### src/okvt_pkg.sv
// Package for the ordered key/value table: codes, widths and control structs.
`default_nettype none
package okvt_pkg;

  localparam int unsigned DEPTH_DEF = 16;
  localparam int unsigned CMD_W     = 2;
  localparam int unsigned STAT_W    = 2;
  localparam int unsigned KEY_W     = 64;
  localparam int unsigned VAL_W     = 64;
  localparam int unsigned CNT_OUT_W = 5;
  localparam int unsigned IN_DATA_W  = KEY_W + VAL_W;            // 128, byte aligned
  localparam int unsigned OUT_DATA_W = 72;                       // 64 + 5 padded to bytes

  typedef enum logic [CMD_W-1:0] {
    CMD_APPEND = 2'd0,
    CMD_REMOVE = 2'd1,
    CMD_GET    = 2'd2,
    CMD_SET    = 2'd3
  } cmd_e;

  typedef enum logic [STAT_W-1:0] {
    ST_DONE      = 2'd0,
    ST_NOT_FOUND = 2'd1,
    ST_FULL      = 2'd2
  } status_e;

  typedef enum logic [1:0] {
    S_IDLE,
    S_MATCH,
    S_EXEC
  } state_e;

  // Controller to datapath
  typedef struct packed {
    logic capture;   // latch the incoming beat
    logic match;     // register the key compare vector
    logic exec;      // apply the command and load the output register
  } ctrl_cmd_t;

  // Datapath to controller
  typedef struct packed {
    logic out_free;  // output register empty or being drained this cycle
  } dp_stat_t;

endpackage
`default_nettype wire

### src/okvt_ctrl.sv
// Controller state machine: accept, match, execute sequencing.
`default_nettype none
module okvt_ctrl (
  input  wire                       clk_i,
  input  wire                       rst_ni,
  input  wire                       s_valid_i,
  output logic                      s_ready_o,
  output okvt_pkg::ctrl_cmd_t       cmd_o,
  input  wire okvt_pkg::dp_stat_t   stat_i
);
  import okvt_pkg::*;

  state_e state_q, state_d;

  always_ff @(posedge clk_i or negedge rst_ni) begin
    if (!rst_ni) begin
      state_q <= S_IDLE;
    end else begin
      state_q <= state_d;
    end
  end

  always_comb begin
    state_d   = state_q;
    s_ready_o = 1'b0;
    cmd_o     = '0;
    case (state_q)
      S_IDLE: begin
        s_ready_o = 1'b1;
        if (s_valid_i) begin
          cmd_o.capture = 1'b1;
          state_d       = S_MATCH;
        end
      end
      S_MATCH: begin
        cmd_o.match = 1'b1;
        state_d     = S_EXEC;
      end
      S_EXEC: begin
        // the next beat is taken in the same cycle the current one retires
        if (stat_i.out_free) begin
          cmd_o.exec = 1'b1;
          s_ready_o  = 1'b1;
          if (s_valid_i) begin
            cmd_o.capture = 1'b1;
            state_d       = S_MATCH;
          end else begin
            state_d = S_IDLE;
          end
        end
      end
      default: begin
        state_d = S_IDLE;
      end
    endcase
  end

endmodule
`default_nettype wire

### src/okvt_dp.sv
// Datapath: entry registers, parallel key match, compaction and output register.
`default_nettype none
module okvt_dp #(
  parameter int unsigned DEPTH = okvt_pkg::DEPTH_DEF
) (
  input  wire                             clk_i,
  input  wire                             rst_ni,
  input  wire okvt_pkg::ctrl_cmd_t        cmd_i,
  output okvt_pkg::dp_stat_t              stat_o,
  input  wire [okvt_pkg::CMD_W-1:0]       in_cmd_i,
  input  wire [okvt_pkg::KEY_W-1:0]       in_key_i,
  input  wire [okvt_pkg::VAL_W-1:0]       in_val_i,
  input  wire                             m_ready_i,
  output logic                            m_valid_o,
  output logic [okvt_pkg::STAT_W-1:0]     m_status_o,
  output logic [okvt_pkg::VAL_W-1:0]      m_rd_o,
  output logic [okvt_pkg::CNT_OUT_W-1:0]  m_cnt_o
);
  import okvt_pkg::*;

  localparam int unsigned CW = $clog2(DEPTH + 1);

  cmd_e             cmd_q;
  logic [KEY_W-1:0] key_q;
  logic [VAL_W-1:0] val_q;

  logic [KEY_W-1:0] keys_q [DEPTH];
  logic [VAL_W-1:0] vals_q [DEPTH];
  logic [CW-1:0]    cnt_q, cnt_d;
  logic [DEPTH-1:0] hit_q, hit_d;

  logic [DEPTH-1:0] first;
  logic [DEPTH-1:0] at_or_above;
  logic             found;
  logic             full;
  logic [VAL_W-1:0] sel_val;
  status_e          status;
  logic [VAL_W-1:0] rd_val;
  logic [CW+CNT_OUT_W-1:0] cnt_ext;

  logic                 m_valid_q;
  logic [STAT_W-1:0]    m_status_q;
  logic [VAL_W-1:0]     m_rd_q;
  logic [CNT_OUT_W-1:0] m_cnt_q;

  assign stat_o.out_free = !m_valid_q || m_ready_i;

  // input beat capture
  always_ff @(posedge clk_i) begin
    if (cmd_i.capture) begin
      cmd_q <= cmd_e'(in_cmd_i);
      key_q <= in_key_i;
      val_q <= in_val_i;
    end
  end

  // one compare per entry, limited to the filled positions
  always_comb begin
    for (int i = 0; i < DEPTH; i++) begin
      hit_d[i] = (keys_q[i] == key_q) && (CW'(i) < cnt_q);
    end
  end

  always_ff @(posedge clk_i) begin
    if (cmd_i.match) begin
      hit_q <= hit_d;
    end
  end

  // lowest hit wins; entries from it upward shift down on remove
  assign first       = hit_q & (~hit_q + DEPTH'(1));
  assign found       = |hit_q;
  assign at_or_above = ~(first - DEPTH'(1)) & {DEPTH{found}};
  assign full        = (cnt_q == CW'(DEPTH));

  always_comb begin
    sel_val = '0;
    for (int i = 0; i < DEPTH; i++) begin
      sel_val = sel_val | (vals_q[i] & {VAL_W{first[i]}});
    end
  end

  always_comb begin
    status = ST_DONE;
    rd_val = '0;
    cnt_d  = cnt_q;
    case (cmd_q)
      CMD_APPEND: begin
        if (full) begin
          status = ST_FULL;
        end else begin
          cnt_d = cnt_q + CW'(1);
        end
      end
      CMD_REMOVE: begin
        if (!found) begin
          status = ST_NOT_FOUND;
        end else begin
          cnt_d = cnt_q - CW'(1);
        end
      end
      CMD_GET: begin
        if (!found) begin
          status = ST_NOT_FOUND;
        end else begin
          rd_val = sel_val;
        end
      end
      CMD_SET: begin
        if (!found) status = ST_NOT_FOUND;
      end
      default: begin
        status = ST_DONE;
      end
    endcase
  end

  assign cnt_ext = {{CNT_OUT_W{1'b0}}, cnt_d};

  always_ff @(posedge clk_i or negedge rst_ni) begin
    if (!rst_ni) begin
      cnt_q <= '0;
    end else if (cmd_i.exec) begin
      cnt_q <= cnt_d;
    end
  end

  // entry storage, no reset: positions at or beyond the count are never read
  always_ff @(posedge clk_i) begin
    if (cmd_i.exec) begin
      case (cmd_q)
        CMD_APPEND: begin
          if (!full) begin
            for (int i = 0; i < DEPTH; i++) begin
              if (CW'(i) == cnt_q) begin
                keys_q[i] <= key_q;
                vals_q[i] <= val_q;
              end
            end
          end
        end
        CMD_REMOVE: begin
          for (int i = 0; i < DEPTH - 1; i++) begin
            if (at_or_above[i]) begin
              keys_q[i] <= keys_q[i+1];
              vals_q[i] <= vals_q[i+1];
            end
          end
        end
        CMD_SET: begin
          for (int i = 0; i < DEPTH; i++) begin
            if (first[i]) vals_q[i] <= val_q;
          end
        end
        default: begin
        end
      endcase
    end
  end

  // output register
  always_ff @(posedge clk_i or negedge rst_ni) begin
    if (!rst_ni) begin
      m_valid_q <= 1'b0;
    end else if (cmd_i.exec) begin
      m_valid_q <= 1'b1;
    end else if (m_ready_i) begin
      m_valid_q <= 1'b0;
    end
  end

  always_ff @(posedge clk_i) begin
    if (cmd_i.exec) begin
      m_status_q <= status;
      m_rd_q     <= rd_val;
      m_cnt_q    <= cnt_ext[CNT_OUT_W-1:0];
    end
  end

  assign m_valid_o  = m_valid_q;
  assign m_status_o = m_status_q;
  assign m_rd_o     = m_rd_q;
  assign m_cnt_o    = m_cnt_q;

endmodule
`default_nettype wire

### src/ordered_key_value_table.sv
// Ordered key/value table: first-match get/set/remove, append at the tail.
// A beat is captured when accepted, matched against the entries, then executed into the output register.
// No new beat is accepted during the match step; results must drain for execute to proceed.
// The execute cycle also accepts the next beat; a stalled output holds the execute step.
// Reset empties the table (count to zero) and clears the handshake state;
// entry contents are not cleared and are never read before being written.
`default_nettype none
module ordered_key_value_table #(
  parameter int unsigned DEPTH = okvt_pkg::DEPTH_DEF
) (
  input  wire                               clk_i,
  input  wire                               rst_ni,
  input  wire                               s_axis_tvalid,
  output logic                              s_axis_tready,
  input  wire [okvt_pkg::IN_DATA_W-1:0]     s_axis_tdata,   // [63:0] key, [127:64] value
  input  wire [okvt_pkg::CMD_W-1:0]         s_axis_tuser,   // [1:0] command
  output logic                              m_axis_tvalid,
  input  wire                               m_axis_tready,
  output logic [okvt_pkg::OUT_DATA_W-1:0]   m_axis_tdata,   // [63:0] read_value,
                                                            // [68:64] entry_count, rest zero
  output logic [okvt_pkg::STAT_W-1:0]       m_axis_tuser    // [1:0] status
);
  import okvt_pkg::*;

  ctrl_cmd_t            ctrl_cmd;
  dp_stat_t             dp_stat;
  logic [VAL_W-1:0]     rd_val;
  logic [CNT_OUT_W-1:0] cnt_val;

  okvt_ctrl u_ctrl (
    .clk_i     (clk_i),
    .rst_ni    (rst_ni),
    .s_valid_i (s_axis_tvalid),
    .s_ready_o (s_axis_tready),
    .cmd_o     (ctrl_cmd),
    .stat_i    (dp_stat)
  );

  okvt_dp #(
    .DEPTH (DEPTH)
  ) u_dp (
    .clk_i      (clk_i),
    .rst_ni     (rst_ni),
    .cmd_i      (ctrl_cmd),
    .stat_o     (dp_stat),
    .in_cmd_i   (s_axis_tuser),
    .in_key_i   (s_axis_tdata[KEY_W-1:0]),
    .in_val_i   (s_axis_tdata[KEY_W+VAL_W-1:KEY_W]),
    .m_ready_i  (m_axis_tready),
    .m_valid_o  (m_axis_tvalid),
    .m_status_o (m_axis_tuser),
    .m_rd_o     (rd_val),
    .m_cnt_o    (cnt_val)
  );

  assign m_axis_tdata = {{(OUT_DATA_W - VAL_W - CNT_OUT_W){1'b0}}, cnt_val, rd_val};

endmodule
`default_nettype wire

### config.mk
export PLATFORM = sky130hd
export DESIGN_NAME = ordered_key_value_table
export DESIGN_NICKNAME = d
export VERILOG_FILES = /design/src/okvt_pkg.sv /design/src/okvt_ctrl.sv /design/src/okvt_dp.sv /design/src/ordered_key_value_table.sv
export SDC_FILE = /design/constraint.sdc
export NUM_CORES = 2
export LEC_CHECK = 0
export BUFFER_PORTS_ARGS = -buffer_cell sky130_fd_sc_hd__buf_2
export CAP_MARGIN = 40
export CORE_UTILIZATION = 50
export CTS_BUF_LIST = sky130_fd_sc_hd__clkbuf_4 sky130_fd_sc_hd__clkbuf_8
export CTS_CLUSTER_DIAMETER = 200
export DETAILED_ROUTE_END_ITERATION = 7
export PLACE_DENSITY = 0.66
export SYNTH_ARGS = -nofsm -noshare
export SYNTH_HDL_FRONTEND = slang
export SYNTH_HIERARCHICAL = 1
export SYNTH_SLANG_ARGS = --single-unit
### constraint.sdc
create_clock -name clk_i -period 15.4 [get_ports clk_i]
set_input_delay 3.08 -clock clk_i [delete_from_list [all_inputs] [get_ports clk_i]]
set_output_delay 3.08 -clock clk_i [all_outputs]
set_load 0.01 [all_outputs]
==> impl_metrics.csv <==
group,metric,value,unit
layout,layout_common_cells,"edfxtp_1 (2,265), nand2_1 (2,072), xnor2_1 (579)",
worst_setup_path,worstPathRequired,16.32,ns
timing,final_hold_viol_count,0,
worst_setup_path,rr_worst_depth,13,
layout,drive_gt1_share,12.8,%
cts,clk_latency,1.12,ns
timing,fin_ws,7.77,ns
routing,drc,4,
pwr,cellPowerDensity,123,nW/um^2
cts,htree_levels,5,
routing,drt-vias-per-instance,6.74,
logic_synthesis,synth-edff-count,2265,
timing,clock.fmax,0.131,GHz
timing,min_period,7.63,ns
worst_setup_path,cpMostUsedCell,"buf_4",
pwr,finalPower,14.8,mW
worst_setup_path,startpoint_type,"primary input",
global_routing,grt.overflow.total,0,
pwr,ir_drop,109,uV
routing,ant_nets,0,
placed_design,port_buffers,206,
logic_synthesis,seq_area_frac_synth,62.3,%
floorplanning,dieArea,221000,sq um
cts,cts_setup_buffers,0,
floorplanning,num_rows,171,
timing,setup_viol,0,
layout,multi_input_area,37500,sq um
layout,final_core_util,55.6,%
global_routing,antenna_found_initial,16,
worst_setup_path,cpMaxStageDelayCell,"nor4b_2",
floorplanning,io_pins,210,
layout,fin_cells,12300,
worst_setup_path,cp_top_family,"simple AND/OR/NAND/NOR gates",
placed_design,detailed_place_hpwl,262000,um
layout,regArea,68200,sq um
floorplanning,die-width,470,um
pwr,leakage,44.5,nW
placed_design,dpl_worst_slack,6.80,ns
timing,rsz0062_at_grt,"no",
timing,period_share,49.6,%
worst_setup_path,max_stage_delay,0.78,ns
layout,fillCellCount,18200,
routing,drtIter0Drc,14200,
worst_setup_path,crit_chain,"buf_2 > nand2b_1 > and3_4 > nor4b_2 > nand3_2 > buf_4 > o21ai_4 > nor4_4 > buf_4 > nand2_8 > buf_4 > buf_16 > buf_4 > a21o_1",
worst_setup_path,critPathMaxFanout,117,
logic_synthesis,postSynthCellCount,9171,
global_routing,grt_usage,36.3,%
worst_setup_path,crit_arrival,8.56,ns
timing,finalClockSkew,0.0824,ns
cts,cts.sinks,2273,
logic_synthesis,synth_top_flop_cell,"edfxtp_1",
logic_synthesis,ys_ff_latch,2273,
cts,cts-resized-gates,0,
global_routing,grt_pass1_wl,579000,um
layout,syn_to_final_growth,10.3,%
layout,fin_nets,9336,
timing,fin_setup_tns,0,ns
routing,wl,413000,um
worst_setup_path,cp_num_cells,14,
placed_design,dp.cells,11700,
floorplanning,core,217000,sq um
floorplanning,die_h,470,um
timing,slew_headroom,11.3,%
cts,cts_buffer_depth,4,
logic_synthesis,syn_area_per_cell,11.9,sq um
status,violations,"design-rule violations",
logic_synthesis,async_reset_ff_share,0.352,%
cts,cts_buffers,394,
hold_path,min_path_cells,2,
routing,avgRoutedWirePerCell,33.4,um
worst_setup_path,timing.critical_path.to_type,"flop",
cts,root_buffer,"clkbuf_8",
logic_synthesis,yosys_warnings,6,
logic_synthesis,synth_cell_type_count,69,
worst_setup_path,cp_num_buf_inv,6,
worst_setup_path,path_class,"in2reg",
global_routing,grt_pass1_vias,80100,
floorplanning,initial_core_util,50.4,%
cts,postCtsHoldBufs,0,
flow_run,max-cap-violations,0,
placed_design,place_congestion,0.985,
status,status,"complete, but fails checks",
hold_path,hp-class,"reg2reg",
cts,cts_tree,"built",
timing,drv_slew,0,
layout,layout_commonest_cell,"edfxtp_1",
routing,drt_first_pass_iters,8,
timing,worst_pin_slew,1.33,ns
routing,vias,83200,
global_routing,grt_start_max_net_pins,209,
cts,clk_pin_slew_worst_paths,0.06,ns
logic_synthesis,synth_area,110000,sq um
## state kept, by name, indices dropped and copies added, names as in the netlist
register	flops
u_dp/val_q	64
u_dp/m_status_o	2
u_dp/m_cnt_o	5
u_dp/m_rd_o	64
u_dp/m_valid_o	1
u_dp/key_q	64
u_dp/keys_q	1024
u_dp/cnt_q	5
u_ctrl/state_q	2
u_dp/hit_q	16
u_dp/cmd_q	2
u_dp/vals_q	1024
## cells by family (layout without fill, tap and decap cells)
group	after synthesis	after routing	share of synthesized area, %
and+or+nand+nor	2803	2803	11.0
DFF	2273	2273	62.3
AOI/OAI and AO/OA	2167	2167	14.6
buffers and inverters	936	1234	4.10
xor gates and xnor gates	922	922	7.37
muxes	64	64	0.658
adders and majority gates	5	5	0.0571
other	1	12	0.00342
## area by class of cell
type / count / area share [%]
flip-flops and latches: 2273 / 56.5
multi-input cells: 5964 / 31.0
well taps: 2854 / 2.96
clock buffers: 520 / 5.30
inverters: 82 / 0.255
diodes: 9 / 0.0186
repair buffers: 482 / 3.32
clock inverters: 150 / 0.675
## power by group
part,internal [mW],switching [mW]
registers,7.19,0.221
logic,0.633,1.43
clock network,2.78,2.55
total,10.6,4.21
## worst min-delay path, cell delays in order (launching register included)
cell,delay [ns]
edfxtp_1,0.35
nand2_1,0.05
nand2_1,0.05
## layer usage
metal / wire length [um] / track usage (%) / vias up
li1: - / - / 33700
met1: 144000 / 45.9 / 40800
met2: 182000 / 54.7 / 7121
met3: 56400 / 10.5 / 1518
met4: 30400 / 22.9 / 20
met5: 134 / 0 / -
## per-stage QoR
step	hold WS, ns	cell area [sq um]
after floorplan	0.424	110000
after global placement	0.506	112000
after detailed placement	0.524	114000
after CTS	0.517	121000
after global routing	0.550	121000
final	0.524	121000
## path summary, 6_finish.rpt
kind	start	endpoint	slack (ns)
worst max-delay path	m_axis_tready	u_dp/keys_q[0][211]	7.77
worst min-delay path	u_dp/vals_q[0][199]	u_dp/vals_q[0][135]	0.52
worst max register to register	u_dp/m_valid_o	u_dp/keys_q[0][211]	9.49
worst min register to register	u_dp/vals_q[0][199]	u_dp/vals_q[0][135]	0.52
max in group asynchronous	rst_ni	u_dp/cnt_q[1]	13.31
min in group asynchronous	rst_ni	u_dp/cnt_q[3]	1.82
## cells in the mapped netlist, types with 12 or more instances
| cell type | n | area share, % |
|---|---|---|
| o22ai_1 | 37 | 0.21 |
| buf_6 | 83 | 0.85 |
| a31oi_1 | 12 | 0.069 |
| and3_1 | 86 | 0.49 |
| a221o_1 | 41 | 0.37 |
| buf_4 | 57 | 0.39 |
| a21oi_1 | 414 | 1.9 |
| buf_2 | 116 | 0.53 |
| o2bb2ai_1 | 17 | 0.14 |
| clkbuf_1 | 528 | 1.8 |
| nand2_1 | 2077 | 7.1 |
| nor2b_1 | 28 | 0.16 |
| edfxtp_1 | 2265 | 62 |
| nor2_1 | 105 | 0.36 |
| nand3_1 | 103 | 0.47 |
| a222oi_1 | 60 | 0.55 |
| inv_1 | 79 | 0.27 |
| a221oi_1 | 57 | 0.46 |
| o21ai_0 | 109 | 0.50 |
| a22o_1 | 460 | 3.7 |
| xnor2_1 | 579 | 4.6 |
| a22oi_1 | 214 | 1.5 |
| a211o_1 | 17 | 0.14 |
| o221ai_1 | 63 | 0.50 |
| a2111oi_0 | 15 | 0.12 |
| a211oi_1 | 24 | 0.16 |
| nor3_1 | 31 | 0.14 |
| mux2_2 | 64 | 0.66 |
| a21o_1 | 582 | 4.0 |
| and2_1 | 28 | 0.16 |
| xor2_1 | 343 | 2.7 |
| nand4_1 | 165 | 0.94 |
| nor4_1 | 121 | 0.69 |
| buf_1 | 70 | 0.24 |
No activity file was read; power rests on OpenSTA's default activity.
